## src/hdl/mrc_pkg.sv

```systemverilog
// mrc_pkg: shared types, command codes and arithmetic helpers for the mouse report coalescer
// no dependencies; used by mrc_ctrl, mrc_datapath and mouse_report_coalescer
package mrc_pkg;

    localparam int ACC_LIMIT = 1008;
    localparam int ACC_W     = 11;
    localparam int SUM_W     = 18;

    typedef enum logic [2:0] {
        CMD_MOVE    = 3'd0,
        CMD_WHEEL   = 3'd1,
        CMD_ONE_BTN = 3'd2,
        CMD_ALL_BTN = 3'd3,
        CMD_RELEASE = 3'd4,
        CMD_RESET   = 3'd5,
        CMD_FLUSH   = 3'd6,
        CMD_TICK    = 3'd7
    } t_command;

    typedef enum logic [1:0] {
        REG_FLUSH_TICKS = 2'd0,
        REG_BUTTON_MASK = 2'd1,
        REG_MAX_DELTA   = 2'd2,
        REG_MIN_DELTA   = 2'd3
    } t_reg_index;

    typedef enum logic [2:0] {
        ST_IDLE  = 3'b001,
        ST_FLUSH = 3'b010,
        ST_BTN   = 3'b100
    } t_state;

    // controller to datapath
    typedef struct packed {
        logic take;         // input word accepted this cycle
        logic emit_motion;  // load one clamped motion report
        logic emit_button;  // load the button report
        logic last;         // final report of the current item
    } t_cmd;

    // datapath to controller
    typedef struct packed {
        logic flush_go;     // accepted word asks for a flush
        logic btn_go;       // accepted word changes the buttons
        logic pend_nz;      // some accumulator is nonzero
        logic rem_zero;     // accumulators are zero after this report
        logic btn_pend;     // button report follows the flush
        logic out_free;     // output register can take a word
    } t_status;

    // add a 16-bit delta, saturate at the accumulator bound
    function automatic logic signed [ACC_W-1:0] sat_add(
        input logic signed [ACC_W-1:0] acc,
        input logic signed [15:0]      d
    );
        logic signed [SUM_W-1:0] s;
        logic signed [SUM_W-1:0] lim;
        begin
            lim = SUM_W'(ACC_LIMIT);
            s   = $signed({{(SUM_W-ACC_W){acc[ACC_W-1]}}, acc})
                + $signed({{(SUM_W-16){d[15]}}, d});
            if (s > lim) begin
                sat_add = ACC_W'(ACC_LIMIT);
            end else if (s < -lim) begin
                sat_add = -ACC_W'(ACC_LIMIT);
            end else begin
                sat_add = s[ACC_W-1:0];
            end
        end
    endfunction

    // clamp an accumulator to the report delta range
    function automatic logic signed [7:0] clamp_delta(
        input logic signed [ACC_W-1:0] v,
        input logic signed [7:0]       hi,
        input logic signed [7:0]       lo
    );
        logic signed [ACC_W-1:0] hi_x;
        logic signed [ACC_W-1:0] lo_x;
        begin
            hi_x = $signed({{(ACC_W-8){hi[7]}}, hi});
            lo_x = $signed({{(ACC_W-8){lo[7]}}, lo});
            if (v > hi_x) begin
                clamp_delta = hi;
            end else if (v < lo_x) begin
                clamp_delta = lo;
            end else begin
                clamp_delta = v[7:0];
            end
        end
    endfunction

endpackage

```

## src/hdl/mouse_report_coalescer.sv

```systemverilog
// mouse_report_coalescer: top level, gathers mouse motion into saturating accumulators
// and sends clamped relative reports; depends on mrc_pkg, mrc_ctrl, mrc_datapath
// report words are registered: a taken command moves the sequencer state, then each report loads the output register
// input: a command with reports holds the input stall high until its last report is loaded
// (one report per cycle while the output is not stalled, up to 64); others do not hold the input
// reset: synchronous active low, clears accumulators, timer, buttons and the output valid flag
module mouse_report_coalescer (
    input  logic               i_clk,
    input  logic               i_rst_n,
    // configuration write port
    input  logic               i_cfg_we,
    input  logic [1:0]         i_cfg_index,
    input  logic [15:0]        i_cfg_data,
    // input word channel
    input  logic               i_in_valid,
    output logic               o_in_stall,
    input  logic [2:0]         i_command,
    input  logic signed [15:0] i_move_x,
    input  logic signed [15:0] i_move_y,
    input  logic signed [15:0] i_wheel_amount,
    input  logic [7:0]         i_button_bits,
    input  logic               i_pressed,
    // report word channel
    output logic               o_out_valid,
    input  logic               i_out_stall,
    output logic               o_report_valid,
    output logic [7:0]         o_report_buttons,
    output logic signed [7:0]  o_report_x,
    output logic signed [7:0]  o_report_y,
    output logic signed [7:0]  o_report_wheel,
    output logic               o_buttons_changed,
    output logic               o_last
);

    // command and status between sequencer and datapath
    mrc_pkg::t_cmd    cmd;
    mrc_pkg::t_status status;

    // sequencer: takes a word while idle, then walks flush reports
    // and the trailing button report, one per free output slot
    mrc_ctrl u_ctrl (
        .i_clk      (i_clk),
        .i_rst_n    (i_rst_n),
        .i_in_valid (i_in_valid),
        .i_status   (status),
        .o_in_stall (o_in_stall),
        .o_cmd      (cmd)
    );

    // datapath: decode, accumulators, timer, clamp and output register
    mrc_datapath u_dp (
        .i_clk             (i_clk),
        .i_rst_n           (i_rst_n),
        .i_cfg_we          (i_cfg_we),
        .i_cfg_index       (i_cfg_index),
        .i_cfg_data        (i_cfg_data),
        .i_command         (i_command),
        .i_move_x          (i_move_x),
        .i_move_y          (i_move_y),
        .i_wheel_amount    (i_wheel_amount),
        .i_button_bits     (i_button_bits),
        .i_pressed         (i_pressed),
        .i_cmd             (cmd),
        .o_status          (status),
        .i_out_stall       (i_out_stall),
        .o_out_valid       (o_out_valid),
        .o_report_valid    (o_report_valid),
        .o_report_buttons  (o_report_buttons),
        .o_report_x        (o_report_x),
        .o_report_y        (o_report_y),
        .o_report_wheel    (o_report_wheel),
        .o_buttons_changed (o_buttons_changed),
        .o_last            (o_last)
    );

endmodule

```

## src/hdl/mrc_ctrl.sv

```systemverilog
// mrc_ctrl: sequencer for accept, flush reports and the button report
// depends on mrc_pkg (state, command and status types)
module mrc_ctrl (
    input  logic              i_clk,
    input  logic              i_rst_n,
    input  logic              i_in_valid,
    input  mrc_pkg::t_status  i_status,
    output logic              o_in_stall,
    output mrc_pkg::t_cmd     o_cmd
);

    mrc_pkg::t_state r_state;
    mrc_pkg::t_state n_state;

    always_ff @(posedge i_clk) begin
        if (!i_rst_n) begin
            r_state <= mrc_pkg::ST_IDLE;
        end else begin
            r_state <= n_state;
        end
    end

    assign o_in_stall = (r_state != mrc_pkg::ST_IDLE);

    always_comb begin
        n_state           = r_state;
        o_cmd.take        = 1'b0;
        o_cmd.emit_motion = 1'b0;
        o_cmd.emit_button = 1'b0;
        o_cmd.last        = 1'b0;
        case (r_state)
            mrc_pkg::ST_IDLE: begin
                if (i_in_valid) begin
                    o_cmd.take = 1'b1;
                    if (i_status.flush_go && i_status.pend_nz) begin
                        n_state = mrc_pkg::ST_FLUSH;
                    end else if (i_status.btn_go) begin
                        n_state = mrc_pkg::ST_BTN;
                    end
                end
            end
            mrc_pkg::ST_FLUSH: begin
                if (i_status.out_free) begin
                    o_cmd.emit_motion = 1'b1;
                    o_cmd.last        = i_status.rem_zero && !i_status.btn_pend;
                    if (i_status.rem_zero) begin
                        n_state = i_status.btn_pend ? mrc_pkg::ST_BTN : mrc_pkg::ST_IDLE;
                    end
                end
            end
            mrc_pkg::ST_BTN: begin
                if (i_status.out_free) begin
                    o_cmd.emit_button = 1'b1;
                    o_cmd.last        = 1'b1;
                    n_state           = mrc_pkg::ST_IDLE;
                end
            end
            default: begin
                n_state = mrc_pkg::ST_IDLE;
            end
        endcase
    end

endmodule

```

## src/hdl/mrc_datapath.sv

```systemverilog
// mrc_datapath: config registers, accumulators, flush timer, buttons, output register
// depends on mrc_pkg (types, command codes, saturate and clamp helpers)
module mrc_datapath (
    input  logic                i_clk,
    input  logic                i_rst_n,
    input  logic                i_cfg_we,
    input  logic [1:0]          i_cfg_index,
    input  logic [15:0]         i_cfg_data,
    input  logic [2:0]          i_command,
    input  logic signed [15:0]  i_move_x,
    input  logic signed [15:0]  i_move_y,
    input  logic signed [15:0]  i_wheel_amount,
    input  logic [7:0]          i_button_bits,
    input  logic                i_pressed,
    input  mrc_pkg::t_cmd       i_cmd,
    output mrc_pkg::t_status    o_status,
    input  logic                i_out_stall,
    output logic                o_out_valid,
    output logic                o_report_valid,
    output logic [7:0]          o_report_buttons,
    output logic signed [7:0]   o_report_x,
    output logic signed [7:0]   o_report_y,
    output logic signed [7:0]   o_report_wheel,
    output logic                o_buttons_changed,
    output logic                o_last
);

    localparam int AW = mrc_pkg::ACC_W;

    // configuration
    logic [15:0]        r_flush_ticks;
    logic [7:0]         r_button_mask;
    logic [6:0]         r_max_delta;
    logic signed [7:0]  r_min_delta;

    // state
    logic signed [AW-1:0] r_acc_x, r_acc_y, r_acc_w;
    logic signed [AW-1:0] n_acc_x, n_acc_y, n_acc_w;
    logic [7:0]           r_btn, n_btn;
    logic [7:0]           r_btn_next, n_btn_next;
    logic                 r_btn_pend, n_btn_pend;
    logic                 r_tmr_run, n_tmr_run;
    logic [15:0]          r_tmr_left, n_tmr_left;

    // output register
    logic                 r_out_valid;
    logic [7:0]           r_rep_btn;
    logic signed [7:0]    r_rep_x, r_rep_y, r_rep_w;
    logic                 r_rep_chg, r_rep_last;

    logic signed [7:0]    hi, lo;
    logic signed [7:0]    dx, dy, dw;
    logic signed [AW-1:0] rem_x, rem_y, rem_w;
    logic [7:0]           one_next, new_btn;
    logic                 flush_go, btn_go, start_tmr, out_free;
    logic [15:0]          load_ticks;

    always_ff @(posedge i_clk) begin
        if (!i_rst_n) begin
            r_flush_ticks <= 16'd4;
            r_button_mask <= 8'd31;
            r_max_delta   <= 7'd127;
            r_min_delta   <= -8'sd127;
        end else if (i_cfg_we) begin
            case (mrc_pkg::t_reg_index'(i_cfg_index))
                mrc_pkg::REG_FLUSH_TICKS: r_flush_ticks <= i_cfg_data;
                mrc_pkg::REG_BUTTON_MASK: r_button_mask <= i_cfg_data[7:0];
                mrc_pkg::REG_MAX_DELTA:   r_max_delta   <= i_cfg_data[6:0];
                mrc_pkg::REG_MIN_DELTA:   r_min_delta   <= $signed(i_cfg_data[7:0]);
                default: ;
            endcase
        end
    end

    assign hi = (r_max_delta < 7'd16) ? 8'sd16 : $signed({1'b0, r_max_delta});
    assign lo = (r_min_delta > -8'sd16) ? -8'sd16 : r_min_delta;

    assign dx = mrc_pkg::clamp_delta(r_acc_x, hi, lo);
    assign dy = mrc_pkg::clamp_delta(r_acc_y, hi, lo);
    assign dw = mrc_pkg::clamp_delta(r_acc_w, hi, lo);

    assign rem_x = r_acc_x - $signed({{(AW-8){dx[7]}}, dx});
    assign rem_y = r_acc_y - $signed({{(AW-8){dy[7]}}, dy});
    assign rem_w = r_acc_w - $signed({{(AW-8){dw[7]}}, dw});

    assign one_next   = i_pressed ? (r_btn | i_button_bits) : (r_btn & ~i_button_bits);
    assign load_ticks = (r_flush_ticks == 16'd0) ? 16'd1 : r_flush_ticks;
    assign out_free   = !r_out_valid || !i_out_stall;

    // decode of the word at the input
    always_comb begin
        flush_go  = 1'b0;
        btn_go    = 1'b0;
        start_tmr = 1'b0;
        new_btn   = r_btn;
        case (mrc_pkg::t_command'(i_command))
            mrc_pkg::CMD_MOVE: begin
                start_tmr = (i_move_x != 16'sd0) || (i_move_y != 16'sd0);
            end
            mrc_pkg::CMD_WHEEL: begin
                start_tmr = (i_wheel_amount != 16'sd0);
            end
            mrc_pkg::CMD_ONE_BTN: begin
                new_btn = one_next & r_button_mask;
                btn_go  = (i_button_bits != 8'd0)
                       && ((i_button_bits & ~r_button_mask) == 8'd0)
                       && (new_btn != r_btn);
                flush_go = btn_go;
            end
            mrc_pkg::CMD_ALL_BTN: begin
                new_btn  = i_button_bits & r_button_mask;
                btn_go   = (new_btn != r_btn);
                flush_go = btn_go;
            end
            mrc_pkg::CMD_RELEASE: begin
                new_btn  = 8'd0;
                btn_go   = (r_btn != 8'd0);
                flush_go = 1'b1;
            end
            mrc_pkg::CMD_FLUSH: begin
                flush_go = 1'b1;
            end
            mrc_pkg::CMD_TICK: begin
                flush_go = r_tmr_run && (r_tmr_left <= 16'd1);
            end
            default: ;
        endcase
    end

    always_comb begin
        n_acc_x    = r_acc_x;
        n_acc_y    = r_acc_y;
        n_acc_w    = r_acc_w;
        n_btn      = r_btn;
        n_btn_next = r_btn_next;
        n_btn_pend = r_btn_pend;
        n_tmr_run  = r_tmr_run;
        n_tmr_left = r_tmr_left;
        if (i_cmd.take) begin
            n_btn_next = new_btn;
            n_btn_pend = btn_go;
            if (mrc_pkg::t_command'(i_command) == mrc_pkg::CMD_RESET) begin
                n_acc_x    = '0;
                n_acc_y    = '0;
                n_acc_w    = '0;
                n_btn      = '0;
                n_tmr_run  = 1'b0;
                n_tmr_left = '0;
            end else if (flush_go) begin
                n_tmr_run  = 1'b0;
                n_tmr_left = '0;
            end else if (start_tmr) begin
                if (mrc_pkg::t_command'(i_command) == mrc_pkg::CMD_MOVE) begin
                    n_acc_x = mrc_pkg::sat_add(r_acc_x, i_move_x);
                    n_acc_y = mrc_pkg::sat_add(r_acc_y, i_move_y);
                end else begin
                    n_acc_w = mrc_pkg::sat_add(r_acc_w, i_wheel_amount);
                end
                if (!r_tmr_run) begin
                    n_tmr_run  = 1'b1;
                    n_tmr_left = load_ticks;
                end
            end else if (mrc_pkg::t_command'(i_command) == mrc_pkg::CMD_TICK
                         && r_tmr_run) begin
                n_tmr_left = r_tmr_left - 16'd1;
            end
        end
        if (i_cmd.emit_motion) begin
            n_acc_x = rem_x;
            n_acc_y = rem_y;
            n_acc_w = rem_w;
        end
        if (i_cmd.emit_button) begin
            n_btn = r_btn_next;
        end
    end

    always_ff @(posedge i_clk) begin
        if (!i_rst_n) begin
            r_acc_x     <= '0;
            r_acc_y     <= '0;
            r_acc_w     <= '0;
            r_btn       <= '0;
            r_btn_pend  <= 1'b0;
            r_tmr_run   <= 1'b0;
            r_tmr_left  <= '0;
            r_out_valid <= 1'b0;
        end else begin
            r_acc_x    <= n_acc_x;
            r_acc_y    <= n_acc_y;
            r_acc_w    <= n_acc_w;
            r_btn      <= n_btn;
            r_btn_pend <= n_btn_pend;
            r_tmr_run  <= n_tmr_run;
            r_tmr_left <= n_tmr_left;
            if (i_cmd.emit_motion || i_cmd.emit_button) begin
                r_out_valid <= 1'b1;
            end else if (!i_out_stall) begin
                r_out_valid <= 1'b0;
            end
        end
    end

    // payload registers, no reset
    always_ff @(posedge i_clk) begin
        r_btn_next <= n_btn_next;
        if (i_cmd.emit_motion) begin
            r_rep_btn  <= r_btn;
            r_rep_x    <= dx;
            r_rep_y    <= dy;
            r_rep_w    <= dw;
            r_rep_chg  <= 1'b0;
            r_rep_last <= i_cmd.last;
        end else if (i_cmd.emit_button) begin
            r_rep_btn  <= r_btn_next;
            r_rep_x    <= '0;
            r_rep_y    <= '0;
            r_rep_w    <= '0;
            r_rep_chg  <= 1'b1;
            r_rep_last <= i_cmd.last;
        end
    end

    assign o_status.flush_go = flush_go;
    assign o_status.btn_go   = btn_go;
    assign o_status.pend_nz  = (r_acc_x != '0) || (r_acc_y != '0) || (r_acc_w != '0);
    assign o_status.rem_zero = (rem_x == '0) && (rem_y == '0) && (rem_w == '0);
    assign o_status.btn_pend = r_btn_pend;
    assign o_status.out_free = out_free;

    assign o_out_valid       = r_out_valid;
    assign o_report_valid    = r_out_valid;
    assign o_report_buttons  = r_rep_btn;
    assign o_report_x        = r_rep_x;
    assign o_report_y        = r_rep_y;
    assign o_report_wheel    = r_rep_w;
    assign o_buttons_changed = r_rep_chg;
    assign o_last            = r_rep_last;

endmodule

```

## config.mk

```make
export PLATFORM = sky130hd
export DESIGN_NAME = mouse_report_coalescer
export DESIGN_NICKNAME = d
export VERILOG_FILES = /design/src/hdl/mrc_pkg.sv /design/src/hdl/mouse_report_coalescer.sv /design/src/hdl/mrc_ctrl.sv /design/src/hdl/mrc_datapath.sv
export SDC_FILE = /design/constraint.sdc
export NUM_CORES = 1
export LEC_CHECK = 0
export ABC_AREA = 1
export BUFFER_PORTS_ARGS = -buffer_cell sky130_fd_sc_hd__buf_2
export CORE_MARGIN = 8
export CORE_UTILIZATION = 45
export CTS_BUF_LIST = sky130_fd_sc_hd__clkbuf_4 sky130_fd_sc_hd__clkbuf_8
export CTS_CLUSTER_SIZE = 20
export DETAILED_ROUTE_END_ITERATION = 10
export GPL_TIMING_DRIVEN = 0
export HOLD_SLACK_MARGIN = 0.12
export PLACE_DENSITY = 0.71
export SYNTH_ARGS = -nofsm -noshare
export SYNTH_HDL_FRONTEND = slang
export SYNTH_SLANG_ARGS = --single-unit
```

## constraint.sdc

```tcl
create_clock -name i_clk -period 5.4 [get_ports i_clk]
set_input_delay 0.27 -clock i_clk [delete_from_list [all_inputs] [get_ports i_clk]]
set_output_delay 0.27 -clock i_clk [all_outputs]
set_load 0.02 [all_outputs]
```

Yosys cells after proc, flatten, opt, wreduce, memory -nomap -nowiden
Cells that the tools add are included.
Cells by class
  multiplexer cells: 75
  magnitude comparators: 15
  bitwise logic cells: 7
  reduce and logical (&&, ||, !) cells: 50
  add/sub/neg operators: 7
  equal/unequal tests: 25
Operators by type and width (number)
  $mux 11: 24
  $mux 8: 17
  $mux 16: 6
  $gt 18x11->1 const B: 3
  $lt 18x11->1 const B: 3
  $add 11x16->17: 3
  $reduce_bool 16->1: 3
  $gt 11x8->1: 3
  $logic_not 11->1: 3
  $lt 11x8->1: 3
  $reduce_bool 11->1: 3
  $sub 11x8->11: 3
  $and 8x8->8: 4
  $pmux 8 s3: 1
  $mux 3: 7
  $le 16x1->1 const B: 1
  $logic_not 16->1: 1
  $ne 8x8->1: 2
  $not 8->8: 2
  $reduce_bool 8->1: 2
  $sub 16x1->16 const B: 1
  $eq 3x3->1 const B: 5
  $mux 1: 13
  $reduce_and 2->1: 6
  other kinds (31): 60
Word-level totals
  bits in registers: 144
  bits of input ports: 83
  word-level logic and storage cells: 199

Longest topological paths before layout
  depth after elaboration: 14
  gate-level depth with buffers: 45

Cells and area by module
A second synthesis with hierarchy kept.
Second synthesis, totals
  cells, all modules: 1897
  area, all modules: 12917.4 um^2
By module, submodules not included
  mrc_datapath: area an instance 12665.9 um^2, times used 1, cells an instance 1856, seq. area each 3233.1 um^2
  mrc_ctrl: area an instance 251.5 um^2, times used 1, cells an instance 41, seq. area each 60.1 um^2

Worst setup path after synthesis
No wires, ideal clock.
  path type: reg-to-reg
  start: reg u_dp.r_min_delta[5]
  end: reg u_ctrl.r_state[0]
  required time: 5266 ps
  path slack: 171 ps
  path buffers: 2
  clock period less this slack: 5229 ps
  data arrival time: 5096 ps
  cell stages (with the launch flop): 42
  setup time: 134 ps
  path through: dfxtp_1 -> nand2_2 -> nor2_4 -> ha_1 -> nand2_4 -> buf_12 -> inv_2 -> nor2_1 -> inv_1 -> ha_1 -> a21oi_1 -> nor2_1 -> o31ai_2 -> nand4_1 -> nand2_2 -> clkbuf_1 -> nand2_1 -> o211ai_1 -> [... 6 more ...] -> nand3_1 -> nand2_1 -> a21oi_1 -> o21bai_1 -> xor2_1 -> inv_1 -> nand4_1 -> nand2_1 -> nor2_1 -> nand2_1 -> nor2_1 -> nand3_1 -> nor2_1 -> nand4_1 -> nand2_2 -> nand2_1 -> nand2_1 -> nand3_1
RTL lines
  start: declaration: RTL line mrc_datapath.sv:34  | logic signed [7:0] r_min_delta;
  start signal: assignment: RTL line mrc_datapath.sv:63  | r_min_delta <= -8'sd127;
  start signal: assignment: RTL line mrc_datapath.sv:69  | mrc_pkg::REG_MIN_DELTA: r_min_delta <= $signed(i_cfg_data[7:0]);
  $gt 8x5->1: RTL line mrc_datapath.sv:76  | assign lo = (r_min_delta > -8'sd16) ? -8'sd16 : r_min_delta;
  $mux 8 (*): RTL line mrc_datapath.sv:76
  $lt 11x8->1: RTL line mrc_pkg.sv:85  | end else if (v < lo_x) begin
  $mux 8 (*): RTL line mrc_pkg.sv:85
  $mux 8 (*): RTL line mrc_pkg.sv:83  | if (v > hi_x) begin
  net u_dp.dw[0]: RTL line mrc_datapath.sv:52  | logic signed [7:0] dx, dy, dw;
  $sub 11x8->11 (*): RTL line mrc_datapath.sv:84  | assign rem_w = r_acc_w - $signed({{(AW-8){dw[7]}}, dw});
  $logic_not 11->1 (*): RTL line mrc_datapath.sv:227  | assign o_status.rem_zero = (rem_x == '0) && (rem_y == '0) && (rem_w == '0);
  $logic_and 1x1->1 (*): RTL line mrc_datapath.sv:227
  $ne 2x1->1 (no line) (*)
  $reduce_and 5->1 (no line) (*)
  end signal: assignment: RTL line mrc_ctrl.sv:17  | r_state <= mrc_pkg::ST_IDLE;
  end signal: assignment: RTL line mrc_ctrl.sv:19  | r_state <= n_state;
  end: declaration: RTL line mrc_ctrl.sv:12  | mrc_pkg::t_state r_state;
Mark *: on every way through the listed nets, which the timed path passes. The rest lies on a longest branch.
A chain may end at the register's enable or synchronous reset.

Final worst setup path
  start: reg u_dp.r_min_delta[4]
  end: reg u_ctrl.r_state[0]
On the way
  word-level cells in the longest chain between the ends: 11
Ends and longest elaborated chain
  $gt 8x5->1: RTL line mrc_datapath.sv:76
  $mux 8 (*): RTL line mrc_datapath.sv:76
  $lt 11x8->1: RTL line mrc_pkg.sv:85
  $mux 8 (*): RTL line mrc_pkg.sv:85
  $mux 8 (*): RTL line mrc_pkg.sv:83
  net u_dp.dy[0]: RTL line mrc_datapath.sv:52
  $sub 11x8->11 (*): RTL line mrc_datapath.sv:83  | assign rem_y = r_acc_y - $signed({{(AW-8){dy[7]}}, dy});
  $logic_not 11->1 (*): RTL line mrc_datapath.sv:227
  $logic_and 1x1->1 (*) (2 in a row): RTL line mrc_datapath.sv:227
  $ne 2x1->1 (no line) (*)
  $reduce_and 5->1 (no line) (*)
Marks and branches as above.

==> flow_metrics.py <==
metrics = {
    "timing": {
        "rsz0062_at_grt": "true",
        "max_freq_ghz": 0.185,
        "finalMaxSlewViolations": 0,
        "period_share_pct": 100,
        "setup_viol": 1,
        "final_hold_viol_count": 0,
        "layout_setup_ws_ps": -12.1,
        "finClkSkew_ps": 17.3,
        "maxSlewHeadroom_pct": 28.3,
        "final.min_clock_period_ps": 5410,
        "worst_pin_slew_ps": 1070,
    },
    "synth": {
        "synth_nets": 2111,
        "netlist_area_mm2": 0.0129,
        "avgSynthCellArea_um2": 6.78,
        "seq_area_frac_synth_pct": 25.6,
        "synthArstFlopShare_pct": 0,
        "syn_inst": 1900,
        "synth_cell_types": 56,
        "ys_seq_elements": 144,
        "ys_warn_count": 0,
        "synth_edf_count": 41,
        "synthFlopType": "dfxtp_1",
    },
    "critical_path": {
        "path_class": "flop to flop",
        "end_kind": "flop",
        "startpoint_type": "flop",
        "arrival_ps": 5750,
        "cpPeakStageDelay_ps": 490,
        "cp_max_fo": 15,
        "cp_slowest_cell": "fa_2",
        "critPathMostFrequentCell": "nand2_1",
        "worstPathRequired_ps": 5740,
    },
    "route": {
        "ant_nets": 0,
        "drtIter0Drc": 1248,
        "wire_per_inst_um": 17.3,
        "drc_errors": 0,
        "wl_um": 43000,
        "dr_total_vias": 13900,
        "drt-vias-per-instance": 5.59,
        "drt_pass1_iterations": 6,
    },
    "grt": {
        "track_usage_pct": 24.7,
        "grt_pass1_vias": 13100,
        "grt-ovfl-total": 0,
        "antenna_found_initial": 1,
        "grt_max_degree": 35,
        "grt_pass1_wl_um": 67600,
    },
    "cells_and_area": {
        "finalNonFillerCells": 2493,
        "final-seq-area_mm2": 0.00330,
        "design_area_mm2": 0.0151,
        "multi_input_area_mm2": 0.00868,
        "fillers": 2835,
        "most-common-layout-cells": "nand2_1, inv_1, a21oi_1, nor2_1, buf_2",
        "final_nets": 2307,
        "areaGrowthSynthToFinish_pct": 17.0,
        "final_common_cell": "nand2_1",
        "n_antenna_cell": 0,
        "layout-drive-gt1-share_pct": 15.5,
    },
    "floorplanning": {
        "core_mm2": 0.0285,
        "io_pins": 120,
        "die_x_um": 185,
        "initial_core_util_pct": 45.2,
        "die_y_um": 185,
        "die_area_mm2": 0.0343,
        "rows": 62,
    },
    "run": {
        "cap_violations": 0,
    },
    "worst_hold_path": {
        "worstHoldPathType": "input port to flop",
    },
    "cts": {
        "clock_sinks": 144,
        "htreeDepth": 4,
        "path_clk_slew_ps": 90,
        "cts_max_path_buffers": 2,
        "cts_tree": "yes",
        "cts_made_buffers": 17,
        "insertion_delay_ps": 480,
        "root_buffer": "clkbuf_8",
    },
    "pwr": {
        "peakVddDrop_uv": 177,
        "p_leak_uw": 0.00734,
        "power.density_mw_per_mm2": 335,
    },
    "placed_design": {
        "gp_congestion": 0.962,
        "place.port_buffers": 119,
        "dp_hpwl_um": 32900,
        "dpl.cell_count": 2403,
        "pre_cts_ws_ps": -1140,
        "place_area_mm2": 0.0140,
    },
    "status": {
        "status": "complete, but fails checks",
        "violations": "negative setup slack",
    },
}
[cell usage after synthesis, drive strengths merged (35+ instances only)]
cell type / number / area share, %
nor3: 35 / 1.4
nor2: 162 / 4.9
edfxtp: 41 / 9.6
a21oi: 191 / 7.4
dfxtp: 103 / 16
nand3: 119 / 5.4
o21ai: 128 / 5.0
nand2: 433 / 13
o211ai: 37 / 2.2
ha: 122 / 12
inv: 257 / 7.5
clkbuf: 41 / 1.2
xor2: 58 / 4.0
nor4: 36 / 1.7
[critical path, delay by kind of cell (launching register included)]
family | cells | cell delay, ps
and+or+nand+nor | 26 | 2890
adders and majority gates | 4 | 1350
AOI/OAI and AO/OA | 3 | 530
DFF | 1 | 340
buffers and inverters | 2 | 160
[power by group]
part           total [uW]  internal (uW)  leakage, uW  switching [uW]
logic                2810           1020      0.00594            1790
clock network         832            338     0.000176             494
registers            1410           1260      0.00123             144
[flip-flops by register name, indices dropped and copies added (netlist names)]
name	flops
u_dp.r_acc_y	11
u_dp.o_report_buttons	8
u_dp.o_buttons_changed	1
u_dp.r_btn_next	8
u_dp.r_btn	8
u_dp.o_last	1
u_dp.r_flush_ticks	16
u_dp.r_tmr_run	1
u_dp.r_max_delta	7
u_dp.o_report_y	8
u_dp.o_out_valid	1
u_ctrl.r_state	3
u_dp.o_report_wheel	8
u_dp.r_tmr_left	16
u_dp.r_btn_pend	1
u_dp.r_acc_x	11
u_dp.o_report_x	8
u_dp.r_min_delta	8
u_dp.r_button_mask	8
u_dp.r_acc_w	11
[per-layer routing]
layer	global-route usage (%)	share of wire [%]	wire length [um]	vias up
met5	0	0	0	-
met4	10.6	4.4	1870	0
met3	4.37	7.9	3380	143
met2	40.7	45	19200	576
met1	31.4	43	18600	6324
li1	-	-	-	6894
[through the flow]
stage | setup TNS (ps) | util, % | hold slack [ps] | total power, uW
after detailed placement | -4870 | 49.0 | 445 | 3900
after global routing | -1510 | 52.9 | 136 | 5420
after global placement | -4650 | 49.0 | 442 | 3860
after CTS | -20.0 | 52.2 | 120 | 4890
after floorplan | 0 | - | 396 | 3250
final | -12.1 | 52.9 | 131 | 5050
[area by class of cell]
type / count / share of cell area [%]
sequential: 144 / 21.9
timing repair buffer: 178 / 7.13
inverter: 261 / 6.59
clock inverter: 14 / 0.814
tap: 384 / 3.19
multi-input combinational: 1452 / 57.6
clock buffer: 18 / 1.60
buffer: 42 / 1.17
[logic make-up after synthesis]
logic type,Yosys count,synth area share (%)
XOR/XNOR,66,4.55
adder cells (fa/ha/maj),128,12.8
flip-flops,144,25.6
AND/OR/NAND/NOR,823,28.6
buffers and inverters,305,9.05
AO/OA/AOI/OAI,434,19.5
[final timing paths]
path,startpoint,end,slack (ps),depth (start not counted)
min reg2reg,u_dp.r_flush_ticks[13],u_dp.r_flush_ticks[13],470,2
max reg2reg,u_dp.r_min_delta[4],u_ctrl.r_state[0],-10,35
max,u_dp.r_min_delta[4],u_ctrl.r_state[0],-10,35
min,i_cfg_data[5],u_dp.r_button_mask[5],130,3
[what timing repair did]
| action | CTS | global route |
|---|---|---|
| pin swaps | 35 | 34 |
| buffers inserted | 37 | 12 |
| resized for setup | 58 | 32 |
| endpoints found under the hold margin | 20 | 0 |
| setup endpoints to repair | 5 | 5 |
| cloned | 0 | 1 |
| hold buffers | 14 | 0 |
Note: power is estimated with default switching activity, not from simulation.
